**config.mk**
```make
export PLATFORM = sky130hd
export DESIGN_NAME = fit_scale_blend_pack_pixels_core
export DESIGN_NICKNAME = d
export VERILOG_FILES = /design/src/hdl/fspp_pkg.sv /design/src/hdl/fspp_div.sv /design/src/hdl/fspp_ctrl.sv /design/src/hdl/fspp_dp.sv /design/src/hdl/fit_scale_blend_pack_pixels_core.sv
export SDC_FILE = /design/constraint.sdc
export NUM_CORES = 2
export LEC_CHECK = 0
export BUFFER_PORTS_ARGS = -buffer_cell sky130_fd_sc_hd__buf_2
export CAP_MARGIN = 10
export CORE_MARGIN = 1.5
export CORE_UTILIZATION = 50
export DETAILED_ROUTE_END_ITERATION = 8
export GPL_TIMING_DRIVEN = 1
export PLACE_DENSITY = 0.64
export SYNTH_ARGS = -nofsm -noshare
export SYNTH_HDL_FRONTEND = slang
export SYNTH_HIERARCHICAL = 1
export SYNTH_SLANG_ARGS = --single-unit
```
**constraint.sdc**
```tcl
create_clock -name i_clk -period 34 [get_ports i_clk]
set_input_delay 5.1 -clock i_clk [delete_from_list [all_inputs] [get_ports i_clk]]
set_output_delay 5.1 -clock i_clk [all_outputs]
set_load 0.02 [all_outputs]
```
**src/hdl/fspp_pkg.sv**
```systemverilog
package fspp_pkg;

    localparam int unsigned CFG_DIM_W    = 13;
    localparam int unsigned CFG_BPP_W    = 3;
    localparam int unsigned CFG_LAYOUT_W = 27;
    localparam int unsigned CFG_DATA_W   = 27;
    localparam int unsigned CFG_IDX_W    = 3;

    localparam int unsigned COORD_W  = 12;
    localparam int unsigned OFFSET_W = 26;
    localparam int unsigned PIXEL_W  = 32;
    localparam int unsigned S_DATA_W = 32;
    localparam int unsigned M_DATA_W = 88;

    // register indexes
    localparam logic [CFG_IDX_W-1:0] CFG_SRC_WIDTH  = 3'd0;
    localparam logic [CFG_IDX_W-1:0] CFG_SRC_HEIGHT = 3'd1;
    localparam logic [CFG_IDX_W-1:0] CFG_FB_WIDTH   = 3'd2;
    localparam logic [CFG_IDX_W-1:0] CFG_FB_HEIGHT  = 3'd3;
    localparam logic [CFG_IDX_W-1:0] CFG_BPP        = 3'd4;
    localparam logic [CFG_IDX_W-1:0] CFG_LAYOUT     = 3'd5;

    localparam logic [CFG_DIM_W-1:0]    RST_SRC_WIDTH  = 13'd640;
    localparam logic [CFG_DIM_W-1:0]    RST_SRC_HEIGHT = 13'd480;
    localparam logic [CFG_DIM_W-1:0]    RST_FB_WIDTH   = 13'd640;
    localparam logic [CFG_DIM_W-1:0]    RST_FB_HEIGHT  = 13'd480;
    localparam logic [CFG_BPP_W-1:0]    RST_BPP        = 3'd4;
    localparam logic [CFG_LAYOUT_W-1:0] RST_LAYOUT     = 27'd67244304;

    typedef struct packed {
        logic take;
        logic wrap;
        logic setup_mul;
        logic div_start;
        logic div_setup;
        logic setup_fin;
        logic blend;
        logic addr;
        logic emit;
        logic store_wanted;
        logic advance;
    } t_cmd;

    typedef struct packed {
        logic frame_start;
        logic keep;
        logic div_busy;
        logic out_free;
    } t_stat;

    // floor(v/255), exact for any 16-bit product of two bytes
    function automatic logic [7:0] div255(input logic [15:0] v);
        logic [16:0] s;
        s = {1'b0, v} + {9'd0, v[15:8]} + 17'd1;
        return s[15:8];
    endfunction

    function automatic logic [PIXEL_W-1:0] place_channel(input logic [7:0] v,
                                                         input logic [8:0] grp);
        logic [3:0] size;
        logic [7:0] sh;
        size = grp[8:5];
        if (size == 4'd0 || size > 4'd8) begin
            size = 4'd8;
        end
        sh = v >> (4'd8 - size);
        return {24'd0, sh} << grp[4:0];
    endfunction

    function automatic logic [PIXEL_W-1:0] byte_mask(input logic [CFG_BPP_W-1:0] bpp);
        logic [PIXEL_W-1:0] m;
        case (bpp)
            3'd0, 3'd1: m = 32'h0000_00FF;
            3'd2:       m = 32'h0000_FFFF;
            3'd3:       m = 32'h00FF_FFFF;
            default:    m = 32'hFFFF_FFFF;
        endcase
        return m;
    endfunction

    function automatic logic [2:0] eff_bpp(input logic [CFG_BPP_W-1:0] bpp);
        logic [2:0] b;
        if (bpp == 3'd0) begin
            b = 3'd1;
        end else if (bpp > 3'd4) begin
            b = 3'd4;
        end else begin
            b = bpp;
        end
        return b;
    endfunction

endpackage

```
**src/hdl/fspp_div.sv**
```systemverilog
module fspp_div #(
    parameter int unsigned NW = 26,
    parameter int unsigned DW = 13
) (
    input  logic          i_clk,
    input  logic          i_rst_n,
    input  logic          i_start,
    input  logic [NW-1:0] i_dividend,
    input  logic [DW-1:0] i_divisor,
    output logic          o_busy,
    output logic [DW-1:0] o_quotient
);

    localparam int unsigned CW = $clog2(NW + 1);

    logic          r_busy;
    logic [CW-1:0] r_cnt;
    logic [DW:0]   r_rem;
    logic [NW-1:0] r_quo;
    logic [DW-1:0] r_div;
    logic [DW+1:0] w_try;
    logic [DW+1:0] w_sub;

    assign w_try = {r_rem, r_quo[NW-1]};
    assign w_sub = w_try - {2'b00, r_div};

    always_ff @(posedge i_clk) begin
        if (!i_rst_n) begin
            r_busy <= 1'b0;
            r_cnt  <= '0;
        end else if (i_start) begin
            r_busy <= 1'b1;
            r_cnt  <= CW'(NW);
        end else if (r_busy) begin
            r_cnt <= r_cnt - 1'b1;
            if (r_cnt == CW'(1)) begin
                r_busy <= 1'b0;
            end
        end
    end

    // one quotient bit a cycle, restoring
    always_ff @(posedge i_clk) begin
        if (i_start) begin
            r_rem <= '0;
            r_quo <= i_dividend;
            r_div <= i_divisor;
        end else if (r_busy) begin
            if (!w_sub[DW+1]) begin
                r_rem <= w_sub[DW:0];
                r_quo <= {r_quo[NW-2:0], 1'b1};
            end else begin
                r_rem <= w_try[DW:0];
                r_quo <= {r_quo[NW-2:0], 1'b0};
            end
        end
    end

    assign o_busy     = r_busy;
    assign o_quotient = r_quo[DW-1:0];

`ifndef SYNTH
    a_rem_below_div: assert property (@(posedge i_clk) disable iff (!i_rst_n)
        $fell(r_busy) |-> ({1'b0, r_div} == '0 || r_rem < {1'b0, r_div}))
        else $error("divider remainder not below divisor");
`endif

endmodule

```
**src/hdl/fspp_ctrl.sv**
```systemverilog
module fspp_ctrl (
    input  logic           i_clk,
    input  logic           i_rst_n,
    input  logic           i_s_tvalid,
    output logic           o_s_tready,
    input  fspp_pkg::t_stat i_stat,
    output fspp_pkg::t_cmd  o_cmd
);

    typedef enum logic [3:0] {
        ST_IDLE, ST_WRAP, ST_START, ST_SMUL, ST_SDIV, ST_SWAIT, ST_SFIN,
        ST_CHECK, ST_BLEND, ST_ADDR, ST_EMIT, ST_TDIV, ST_TWAIT, ST_TSTORE, ST_ADV
    } t_state;

    t_state r_state;
    t_state n_state;

    always_comb begin
        n_state = r_state;
        o_cmd   = '0;
        case (r_state)
            ST_IDLE: begin
                o_cmd.take = i_s_tvalid;
                if (i_s_tvalid) begin
                    n_state = ST_WRAP;
                end
            end
            ST_WRAP: begin
                o_cmd.wrap = 1'b1;
                n_state    = ST_START;
            end
            ST_START: begin
                n_state = i_stat.frame_start ? ST_SMUL : ST_CHECK;
            end
            ST_SMUL: begin
                o_cmd.setup_mul = 1'b1;
                n_state         = ST_SDIV;
            end
            ST_SDIV: begin
                o_cmd.div_start = 1'b1;
                o_cmd.div_setup = 1'b1;
                n_state         = ST_SWAIT;
            end
            ST_SWAIT: begin
                if (!i_stat.div_busy) begin
                    n_state = ST_SFIN;
                end
            end
            ST_SFIN: begin
                o_cmd.setup_fin = 1'b1;
                n_state         = ST_CHECK;
            end
            ST_CHECK: begin
                n_state = i_stat.keep ? ST_BLEND : ST_ADV;
            end
            ST_BLEND: begin
                o_cmd.blend = 1'b1;
                n_state     = ST_ADDR;
            end
            ST_ADDR: begin
                o_cmd.addr = 1'b1;
                n_state    = ST_EMIT;
            end
            ST_EMIT: begin
                if (i_stat.out_free) begin
                    o_cmd.emit = 1'b1;
                    n_state    = ST_TDIV;
                end
            end
            ST_TDIV: begin
                o_cmd.div_start = 1'b1;
                n_state         = ST_TWAIT;
            end
            ST_TWAIT: begin
                if (!i_stat.div_busy) begin
                    n_state = ST_TSTORE;
                end
            end
            ST_TSTORE: begin
                o_cmd.store_wanted = 1'b1;
                n_state            = ST_ADV;
            end
            ST_ADV: begin
                o_cmd.advance = 1'b1;
                n_state       = ST_IDLE;
            end
            default: begin
                n_state = ST_IDLE;
            end
        endcase
    end

    always_ff @(posedge i_clk) begin
        if (!i_rst_n) begin
            r_state <= ST_IDLE;
        end else begin
            r_state <= n_state;
        end
    end

    assign o_s_tready = (r_state == ST_IDLE);

`ifndef SYNTH
    a_div_start_free: assert property (@(posedge i_clk) disable iff (!i_rst_n)
        o_cmd.div_start |-> !i_stat.div_busy)
        else $error("divider started while busy");
`endif

endmodule

```
**src/hdl/fspp_dp.sv**
```systemverilog
module fspp_dp #(
    parameter int unsigned MAX_DIM = 4096
) (
    input  logic                            i_clk,
    input  logic                            i_rst_n,
    input  logic                            i_cfg_valid,
    input  logic [fspp_pkg::CFG_IDX_W-1:0]  i_cfg_index,
    input  logic [fspp_pkg::CFG_DATA_W-1:0] i_cfg_data,
    input  logic [fspp_pkg::S_DATA_W-1:0]   i_s_tdata,
    output logic                            o_m_tvalid,
    input  logic                            i_m_tready,
    output logic [fspp_pkg::M_DATA_W-1:0]   o_m_tdata,
    output logic                            o_m_tlast,
    input  fspp_pkg::t_cmd                  i_cmd,
    output fspp_pkg::t_stat                 o_stat
);

    localparam int unsigned DW = $clog2(MAX_DIM) + 1;
    localparam int unsigned PW = 2 * DW;
    localparam int unsigned OW = PW + 3;

    function automatic logic [DW-1:0] eff_dim(input logic [fspp_pkg::CFG_DIM_W-1:0] v);
        logic [DW-1:0] e;
        if (v == '0) begin
            e = DW'(1);
        end else if (32'(v) > MAX_DIM) begin
            e = DW'(MAX_DIM);
        end else begin
            e = DW'(v);
        end
        return e;
    endfunction

    logic [fspp_pkg::CFG_DIM_W-1:0]    r_src_w, r_src_h, r_fb_w, r_fb_h;
    logic [fspp_pkg::CFG_BPP_W-1:0]    r_bpp;
    logic [fspp_pkg::CFG_LAYOUT_W-1:0] r_layout;

    logic [DW-1:0] w_sw, w_sh, w_fw, w_fh;
    logic [DW-2:0] r_scol, r_srow, r_lm, r_tm;
    logic [DW-1:0] r_fit_w, r_fit_h, r_dcol, r_drow, r_wcol, r_wrow;
    logic [7:0]    r_red, r_grn, r_blu, r_alp, r_rb, r_gb, r_bb;
    logic [PW-1:0] r_p, r_q, r_stepnum, r_lin;
    logic          r_need_fit, r_ple, r_rowstep, r_last;
    logic [DW-1:0] r_x, r_y;

    logic          r_ovalid;
    logic [fspp_pkg::M_DATA_W-1:0] r_odata;
    logic          r_olast;

    logic [DW-1:0] w_quo, w_dw, w_dh, w_quo1, w_dcol1, w_drow1;
    logic          w_div_busy, w_ple;
    logic [PW-1:0] w_dividend;
    logic [DW-1:0] w_divisor;
    logic [OW-1:0] w_offw;
    logic [fspp_pkg::PIXEL_W-1:0] w_pix;
    logic [DW-1:0] w_scol1, w_srow1;

    assign w_sw = eff_dim(r_src_w);
    assign w_sh = eff_dim(r_src_h);
    assign w_fw = eff_dim(r_fb_w);
    assign w_fh = eff_dim(r_fb_h);

    always_ff @(posedge i_clk) begin
        if (!i_rst_n) begin
            r_src_w  <= fspp_pkg::RST_SRC_WIDTH;
            r_src_h  <= fspp_pkg::RST_SRC_HEIGHT;
            r_fb_w   <= fspp_pkg::RST_FB_WIDTH;
            r_fb_h   <= fspp_pkg::RST_FB_HEIGHT;
            r_bpp    <= fspp_pkg::RST_BPP;
            r_layout <= fspp_pkg::RST_LAYOUT;
        end else if (i_cfg_valid) begin
            case (i_cfg_index)
                fspp_pkg::CFG_SRC_WIDTH:  r_src_w  <= i_cfg_data[fspp_pkg::CFG_DIM_W-1:0];
                fspp_pkg::CFG_SRC_HEIGHT: r_src_h  <= i_cfg_data[fspp_pkg::CFG_DIM_W-1:0];
                fspp_pkg::CFG_FB_WIDTH:   r_fb_w   <= i_cfg_data[fspp_pkg::CFG_DIM_W-1:0];
                fspp_pkg::CFG_FB_HEIGHT:  r_fb_h   <= i_cfg_data[fspp_pkg::CFG_DIM_W-1:0];
                fspp_pkg::CFG_BPP:        r_bpp    <= i_cfg_data[fspp_pkg::CFG_BPP_W-1:0];
                fspp_pkg::CFG_LAYOUT:     r_layout <= i_cfg_data;
                default: ;
            endcase
        end
    end

    assign w_ple      = (r_p <= r_q);
    assign w_dividend = i_cmd.div_setup ? (w_ple ? r_p : r_q) : r_stepnum;
    assign w_divisor  = i_cmd.div_setup ? (w_ple ? w_sw : w_sh)
                                        : (r_rowstep ? r_fit_h : r_fit_w);

    fspp_div #(.NW(PW), .DW(DW)) u_div (
        .i_clk      (i_clk),
        .i_rst_n    (i_rst_n),
        .i_start    (i_cmd.div_start),
        .i_dividend (w_dividend),
        .i_divisor  (w_divisor),
        .o_busy     (w_div_busy),
        .o_quotient (w_quo)
    );

    // clamp the shrunk side to at least one pixel
    assign w_quo1 = (w_quo == '0) ? DW'(1) : w_quo;
    assign w_dw   = !r_need_fit ? w_sw : (r_ple ? w_fw : w_quo1);
    assign w_dh   = !r_need_fit ? w_sh : (r_ple ? w_quo1 : w_fh);

    assign w_dcol1 = r_dcol + 1'b1;
    assign w_drow1 = r_drow + 1'b1;
    assign w_scol1 = {1'b0, r_scol} + 1'b1;
    assign w_srow1 = {1'b0, r_srow} + 1'b1;

    always_ff @(posedge i_clk) begin
        if (!i_rst_n) begin
            r_scol  <= '0;
            r_srow  <= '0;
            r_fit_w <= '0;
            r_fit_h <= '0;
            r_lm    <= '0;
            r_tm    <= '0;
            r_dcol  <= '0;
            r_drow  <= '0;
            r_wcol  <= '0;
            r_wrow  <= '0;
        end else begin
            if (i_cmd.wrap) begin
                if ({1'b0, r_scol} >= w_sw) r_scol <= '0;
                if ({1'b0, r_srow} >= w_sh) r_srow <= '0;
            end
            if (i_cmd.setup_fin) begin
                r_fit_w <= w_dw;
                r_fit_h <= w_dh;
                r_lm    <= (DW-1)'((w_fw - w_dw) >> 1);
                r_tm    <= (DW-1)'((w_fh - w_dh) >> 1);
                r_dcol  <= '0;
                r_drow  <= '0;
                r_wcol  <= '0;
                r_wrow  <= '0;
            end
            if (i_cmd.emit) begin
                if (w_dcol1 >= r_fit_w) begin
                    r_dcol <= '0;
                    r_wcol <= '0;
                    r_drow <= w_drow1;
                end else begin
                    r_dcol <= w_dcol1;
                end
            end
            if (i_cmd.store_wanted) begin
                if (r_rowstep) r_wrow <= w_quo;
                else           r_wcol <= w_quo;
            end
            if (i_cmd.advance) begin
                if (w_scol1 >= w_sw) begin
                    r_scol <= '0;
                    r_srow <= (w_srow1 >= w_sh) ? '0 : w_srow1[DW-2:0];
                end else begin
                    r_scol <= w_scol1[DW-2:0];
                end
            end
        end
    end

    assign w_pix = (fspp_pkg::place_channel(r_rb, r_layout[8:0])
                  | fspp_pkg::place_channel(r_gb, r_layout[17:9])
                  | fspp_pkg::place_channel(r_bb, r_layout[26:18]))
                  & fspp_pkg::byte_mask(r_bpp);
    assign w_offw = OW'(r_lin) * OW'(fspp_pkg::eff_bpp(r_bpp));

    always_ff @(posedge i_clk) begin
        if (i_cmd.take) begin
            r_red <= i_s_tdata[7:0];
            r_grn <= i_s_tdata[15:8];
            r_blu <= i_s_tdata[23:16];
            r_alp <= i_s_tdata[31:24];
        end
        if (i_cmd.setup_mul) begin
            r_p        <= {{DW{1'b0}}, w_fw} * {{DW{1'b0}}, w_sh};
            r_q        <= {{DW{1'b0}}, w_fh} * {{DW{1'b0}}, w_sw};
            r_need_fit <= (w_sw > w_fw) || (w_sh > w_fh);
        end
        if (i_cmd.div_start && i_cmd.div_setup) begin
            r_ple <= w_ple;
        end
        if (i_cmd.blend) begin
            r_rb   <= fspp_pkg::div255({8'd0, r_red} * {8'd0, r_alp});
            r_gb   <= fspp_pkg::div255({8'd0, r_grn} * {8'd0, r_alp});
            r_bb   <= fspp_pkg::div255({8'd0, r_blu} * {8'd0, r_alp});
            r_x    <= {1'b0, r_lm} + r_dcol;
            r_y    <= {1'b0, r_tm} + r_drow;
            r_last <= (w_dcol1 == r_fit_w) && (w_drow1 == r_fit_h);
        end
        if (i_cmd.addr) begin
            r_lin <= {{DW{1'b0}}, r_y} * {{DW{1'b0}}, w_fw} + PW'(r_x);
        end
        if (i_cmd.emit) begin
            r_rowstep <= (w_dcol1 >= r_fit_w);
            if (w_dcol1 >= r_fit_w) begin
                r_stepnum <= {{DW{1'b0}}, w_drow1} * {{DW{1'b0}}, w_sh};
            end else begin
                r_stepnum <= {{DW{1'b0}}, w_dcol1} * {{DW{1'b0}}, w_sw};
            end
        end
    end

    // output register
    always_ff @(posedge i_clk) begin
        if (!i_rst_n) begin
            r_ovalid <= 1'b0;
        end else if (i_cmd.emit) begin
            r_ovalid <= 1'b1;
        end else if (i_m_tready) begin
            r_ovalid <= 1'b0;
        end
    end

    always_ff @(posedge i_clk) begin
        if (i_cmd.emit) begin
            r_odata <= {6'd0, w_pix, fspp_pkg::OFFSET_W'(w_offw),
                        fspp_pkg::COORD_W'(r_y), fspp_pkg::COORD_W'(r_x)};
            r_olast <= r_last;
        end
    end

    assign o_m_tvalid = r_ovalid;
    assign o_m_tdata  = r_odata;
    assign o_m_tlast  = r_olast;

    assign o_stat.frame_start = (r_scol == '0) && (r_srow == '0);
    assign o_stat.keep        = (r_fit_w != '0) && (r_fit_h != '0)
                              && (r_drow < r_fit_h) && (r_dcol < r_fit_w)
                              && ({1'b0, r_scol} == r_wcol) && ({1'b0, r_srow} == r_wrow);
    assign o_stat.div_busy    = w_div_busy;
    assign o_stat.out_free    = !r_ovalid || i_m_tready;

`ifndef SYNTH
    a_emit_in_frame: assert property (@(posedge i_clk) disable iff (!i_rst_n)
        i_cmd.emit |-> (r_dcol < r_fit_w && r_drow < r_fit_h))
        else $error("pixel emitted outside the fitted frame");
    a_emit_slot_free: assert property (@(posedge i_clk) disable iff (!i_rst_n)
        i_cmd.emit |-> (!r_ovalid || i_m_tready))
        else $error("output register overwritten");
`endif

endmodule

```
**src/hdl/fit_scale_blend_pack_pixels_core.sv**
```systemverilog
// Sequence: a pixel passes wrap, start and keep check; a kept pixel goes on through blend,
// address and emit (held in emit while the output slot is full) and is registered on the output.
// After emit, a kept pixel waits for the bit-serial divider to find the next wanted source column
// or row; a dropped pixel goes straight to advance. The first pixel of a frame adds fitting setup.
// One pixel at a time; the next is taken when the previous one is finished.
// Reset: i_rst_n, synchronous active low; registers load their defaults, counters clear.
module fit_scale_blend_pack_pixels_core #(
    parameter int unsigned MAX_DIM = 4096
) (
    input  logic        i_clk,
    input  logic        i_rst_n,
    // configuration write channel
    input  logic        i_cfg_valid,
    output logic        o_cfg_ready,
    input  logic [2:0]  i_cfg_index,
    input  logic [26:0] i_cfg_data,
    // source pixel beats
    input  logic        i_s_tvalid,
    output logic        o_s_tready,
    input  logic [31:0] i_s_tdata,   // red[7:0], green[15:8], blue[23:16], alpha[31:24]
    // destination pixel beats
    output logic        o_m_tvalid,
    input  logic        i_m_tready,
    output logic [87:0] o_m_tdata,   // dest_x[11:0], dest_y[23:12], byte_offset[49:24],
                                     // pixel_value[81:50], zero[87:82]
    output logic        o_m_tlast    // last_pixel
);

    fspp_pkg::t_cmd  w_cmd;
    fspp_pkg::t_stat w_stat;

    // registers are plain flops, so every write is taken at once
    assign o_cfg_ready = 1'b1;

    // sequencer: steps each beat through wrap, setup at a frame start, keep test, then blend, address, emit if kept
    fspp_ctrl u_ctrl (
        .i_clk      (i_clk),
        .i_rst_n    (i_rst_n),
        .i_s_tvalid (i_s_tvalid),
        .o_s_tready (o_s_tready),
        .i_stat     (w_stat),
        .o_cmd      (w_cmd)
    );

    // datapath: config, counters, fitting divider, blend and packing
    fspp_dp #(.MAX_DIM(MAX_DIM)) u_dp (
        .i_clk       (i_clk),
        .i_rst_n     (i_rst_n),
        .i_cfg_valid (i_cfg_valid),
        .i_cfg_index (i_cfg_index),
        .i_cfg_data  (i_cfg_data),
        .i_s_tdata   (i_s_tdata),
        .o_m_tvalid  (o_m_tvalid),
        .i_m_tready  (i_m_tready),
        .o_m_tdata   (o_m_tdata),
        .o_m_tlast   (o_m_tlast),
        .i_cmd       (w_cmd),
        .o_stat      (w_stat)
    );

endmodule

```
==> out/summary.txt <==
largest net degree at the start of global routing - 81
Switching Power - 0.991 mW
syn_area_per_cell - 8.86 sq um
PwrDens - 37.1 nW/um^2
min-delay src - u_dp/r_last
Total Nets Final - 9112
CTS Buffer Depth - 3
Least-Margin Pin Slew - 1.30 ns
Critical Path RT - 34.45 ns
Setup Buffers After CTS - 0
Post-Layout Cell Count - 9385
Rows - 134
Crit. End Element - register
First DRT Iteration DRCs - 4753
Comb pwr share - 40.3%
Reg2Reg Depth - 22
sequential power share - 29.7%
post-route minimum period - 8.17 ns
count of input and output buffers - 151
worst r2r src - u_dp/r_drow[0]
initial core utilization - 50.3%
Crit Path Category - register to register
RSZ-0062 raised after global routing - no
Critical Path AT - 8.62 ns
All-Layer GR Usage - 30.6%
sequential area share after synthesis - 20.9%
worst skew pair latency - 0.70 ns
number of antenna violations at the first check in global routing - 8
post-synthesis cell area - 67100 sq um
status - finished, final reports clean
die width - 369 um
Final GP Congestion - 0.993
Vias - 54.1k
first-pass GRT wire length - 318 mm
Async S/R FF share, synth - 0%
Post-Route WL - 208 mm
Ys Warns - 6
Clock Tree Root - clkbuf_16
layout cell share with drive strength beyond 1 - 6.60%
sw frac - 37.2%
Setup TNS Final - 0 ns
Clock power frac - 30.0%
first-pass iteration count of the detailed router - 6
Fillers - 12.3k
CTS-repair resized insts - 0
highest clock rate - 0.122 GHz
most used flip-flop cell after synthesis - edfxtp_1
CTS sink count - 545
Top-Level Pins - 159
Final Max Tran Viols - 0
MaxCap Viol Count - 0
Endpoint, Worst Hold - u_dp/o_m_tlast
Post-synth EDFFs - 312
# DRC - 0
clk_skew - 0.0495 ns
WL/cell - 22.1 um
vias in the first global route - 53.7k
Peak VDD IR - 0.0000519 V
TritonCTS clock tree - built
Synth Register Bits - 545
HP Class - register to register
grt ovf - 0
Reg clk slew, reported paths - 0.06 ns
CTS H-tree lvls - 3
Final period util - 24.0%
TritonCTS Buffers - 71
Fin. Hold Viols - 0
Worst setup SP type - register
Post-CTS Hold Buffers - 0
post-synth cell types - 103
Worst slew margin - 13.1%
RR Endpoint - u_dp/r_stepnum[21]
Worst Hold Depth - 0
Inst Count DP - 9251
Pint - 1.68 mW
top fanout value on the critical path - 15
post-route ant nets - 0
leak pwr - 34.5 nW
die area - 136000 sq um
Final HPWL DP - 162 mm
Core Area - 133000 sq um
final setup fails - 0
DR vias/cell - 5.76
Post-Synthesis Cells - 7572
Worst R2R Setup Slack - 25.83 ns
Area Overhead vs Synth - 7.15%
Die Y-Extent - 369 um
## worst max path at each step
stage / start / endpoint / slack [ns] / depth (start not counted)
after CTS: u_dp/r_dcol[0] / u_dp/r_stepnum[25] / 26.02 / 25
after global routing: u_dp/r_drow[0] / u_dp/r_stepnum[21] / 25.45 / 23
after detailed placement: u_dp/r_dcol[0] / u_dp/r_stepnum[25] / 26.03 / 25
after floorplan: i_m_tready / u_dp/r_drow[5] / 18.60 / 6
final: u_dp/r_drow[0] / u_dp/r_stepnum[21] / 25.83 / 22
after global placement: u_dp/r_dcol[0] / u_dp/r_stepnum[25] / 26.09 / 25
## synthesized netlist by cell type, types with 23 or more instances
| library cell | instances | area (sq um) |
|---|---|---|
| dfxtp_1 | 233 | 4660 |
| mux2i_1 | 114 | 1140 |
| inv_1 | 1178 | 4420 |
| nand2b_1 | 57 | 357 |
| nand3_1 | 101 | 505 |
| o21ai_0 | 172 | 861 |
| nand4_1 | 40 | 250 |
| nor2_1 | 625 | 2350 |
| mux2_2 | 62 | 698 |
| xnor2_1 | 210 | 1840 |
| nor4_1 | 33 | 206 |
| a22oi_1 | 33 | 248 |
| o21a_1 | 61 | 458 |
| nor2b_1 | 81 | 507 |
| buf_4 | 24 | 180 |
| a21oi_1 | 366 | 1830 |
| xor2_1 | 111 | 972 |
| clkbuf_1 | 267 | 1000 |
| fa_1 | 751 | 15000 |
| nand2_1 | 1016 | 3810 |
| edfxtp_1 | 312 | 9370 |
| o211ai_1 | 30 | 225 |
| nor3_1 | 67 | 335 |
| buf_1 | 23 | 86.3 |
| a31oi_1 | 32 | 200 |
| nand3b_1 | 34 | 255 |
| and3_1 | 52 | 325 |
| a21o_1 | 121 | 908 |
| and2_1 | 210 | 1310 |
| a211oi_1 | 58 | 435 |
| ha_1 | 738 | 9230 |
| o21bai_1 | 38 | 285 |
## flip-flops by register name (all words and copies together), names as in the netlist, 14 cells and up
register,cells
u_dp/r_layout,27
u_dp/r_stepnum,26
u_dp/r_p,26
u_dp/u_div/r_rem,14
u_dp/o_m_tdata,82
u_dp/u_div/r_quo,26
u_dp/r_q,26
u_dp/r_lin,26
## through the flow
stage	utilization (%)	hold slack [ns]	power [mW]	setup WS, ns	area (sq um)
after floorplan	-	0.400	1.63	18.60	67100
after global placement	52.1	0.421	1.85	26.09	69400
after detailed placement	52.1	0.420	1.88	26.03	69400
after CTS	53.9	0.433	2.68	26.02	71800
after global routing	53.9	0.438	2.85	25.45	71900
final	53.9	0.434	2.67	25.83	71900
## worst max-delay path, stage by stage, from the launching register on
cell	delay, ns
dfxtp_1	0.69
ha_1	0.38
and3_1	0.31
and3_1	0.32
and3_1	0.31
xor2_1	0.80
nand2_1	0.20
fa_1	0.55
fa_1	0.53
inv_1	0.06
fa_1	0.49
fa_1	0.49
inv_1	0.05
fa_1	0.47
inv_1	0.04
ha_1	0.35
nand2_1	0.07
o41ai_1	0.89
nand3_1	0.15
a21boi_0	0.28
or3_1	0.15
nand3_1	0.19
o41ai_1	0.19
## power groups by stage
stage / Clock, mW / Combinational, mW / Sequential (mW)
floorplan: 0 / 0.845 / 0.781
global placement: 0 / 1.05 / 0.804
detailed placement: 0 / 1.07 / 0.804
CTS: 0.816 / 1.08 / 0.791
global route: 0.836 / 1.22 / 0.794
finish: 0.799 / 1.08 / 0.792
## placed cells by master, fill, tap and decap left out, drive strengths merged, types with 14 or more instances in the layout
cell type	Yosys	routed
nand2	1017	1017
a211oi	60	60
o22ai	18	18
mux2i	116	116
a21oi	366	366
buf	69	244
nor3	68	68
and3	54	54
mux2	63	63
and2	212	212
o21ai	185	185
xor2	111	111
a21boi	16	16
o21bai	38	38
nand3	101	101
nor4	34	34
ha	738	738
or3	17	17
nor2b	81	81
fa	751	751
edfxtp	312	312
clkbuf	267	89
o211ai	30	30
a211o	14	14
nor2	625	625
nand2b	58	58
a22oi	33	33
inv	1184	1195
a31oi	32	32
nand4	40	40
nand3b	34	34
dfxtp	233	233
xnor2	214	214
o21a	61	61
or2	17	17
clkinv	18	37
a21o	121	121
## cell type report
type	instances	area, sq um	share of cell area [%]
clock buffer	89	1880	2.62
inverter	1202	4510	6.28
timing repair buffer	244	1460	2.03
sequential	545	14000	19.5
clock inverter	39	548	0.763
multi-input combinational	5492	47200	65.7
tap	1768	2210	3.08
antenna	6	15.0	0.0209
## cell families (layout without fill, tap and decap cells)
kind of cell / after synthesis / after routing / synth area share [%]
multiplexers: 191 / 191 / 3.23
AND/OR/NAND/NOR: 2393 / 2393 / 16.1
adder cells (fa/ha/maj): 1489 / 1489 / 36.2
AO/OA/AOI/OAI: 1087 / 1087 / 10.3
buffers and inverters: 1540 / 1574 / 8.87
XOR/XNOR: 325 / 325 / 4.31
other: 2 / 13 / 0.0112
flip-flops: 545 / 545 / 20.9
## routing by layer
metal / GRT usage [%] / part of all wire (%)
met3: 5.20 / 8.7
met5: 0 / 0.0063
met2: 48.7 / 45
met4: 13.8 / 4.9
met1: 40.8 / 41
No activity file was read; power rests on OpenSTA's default activity.
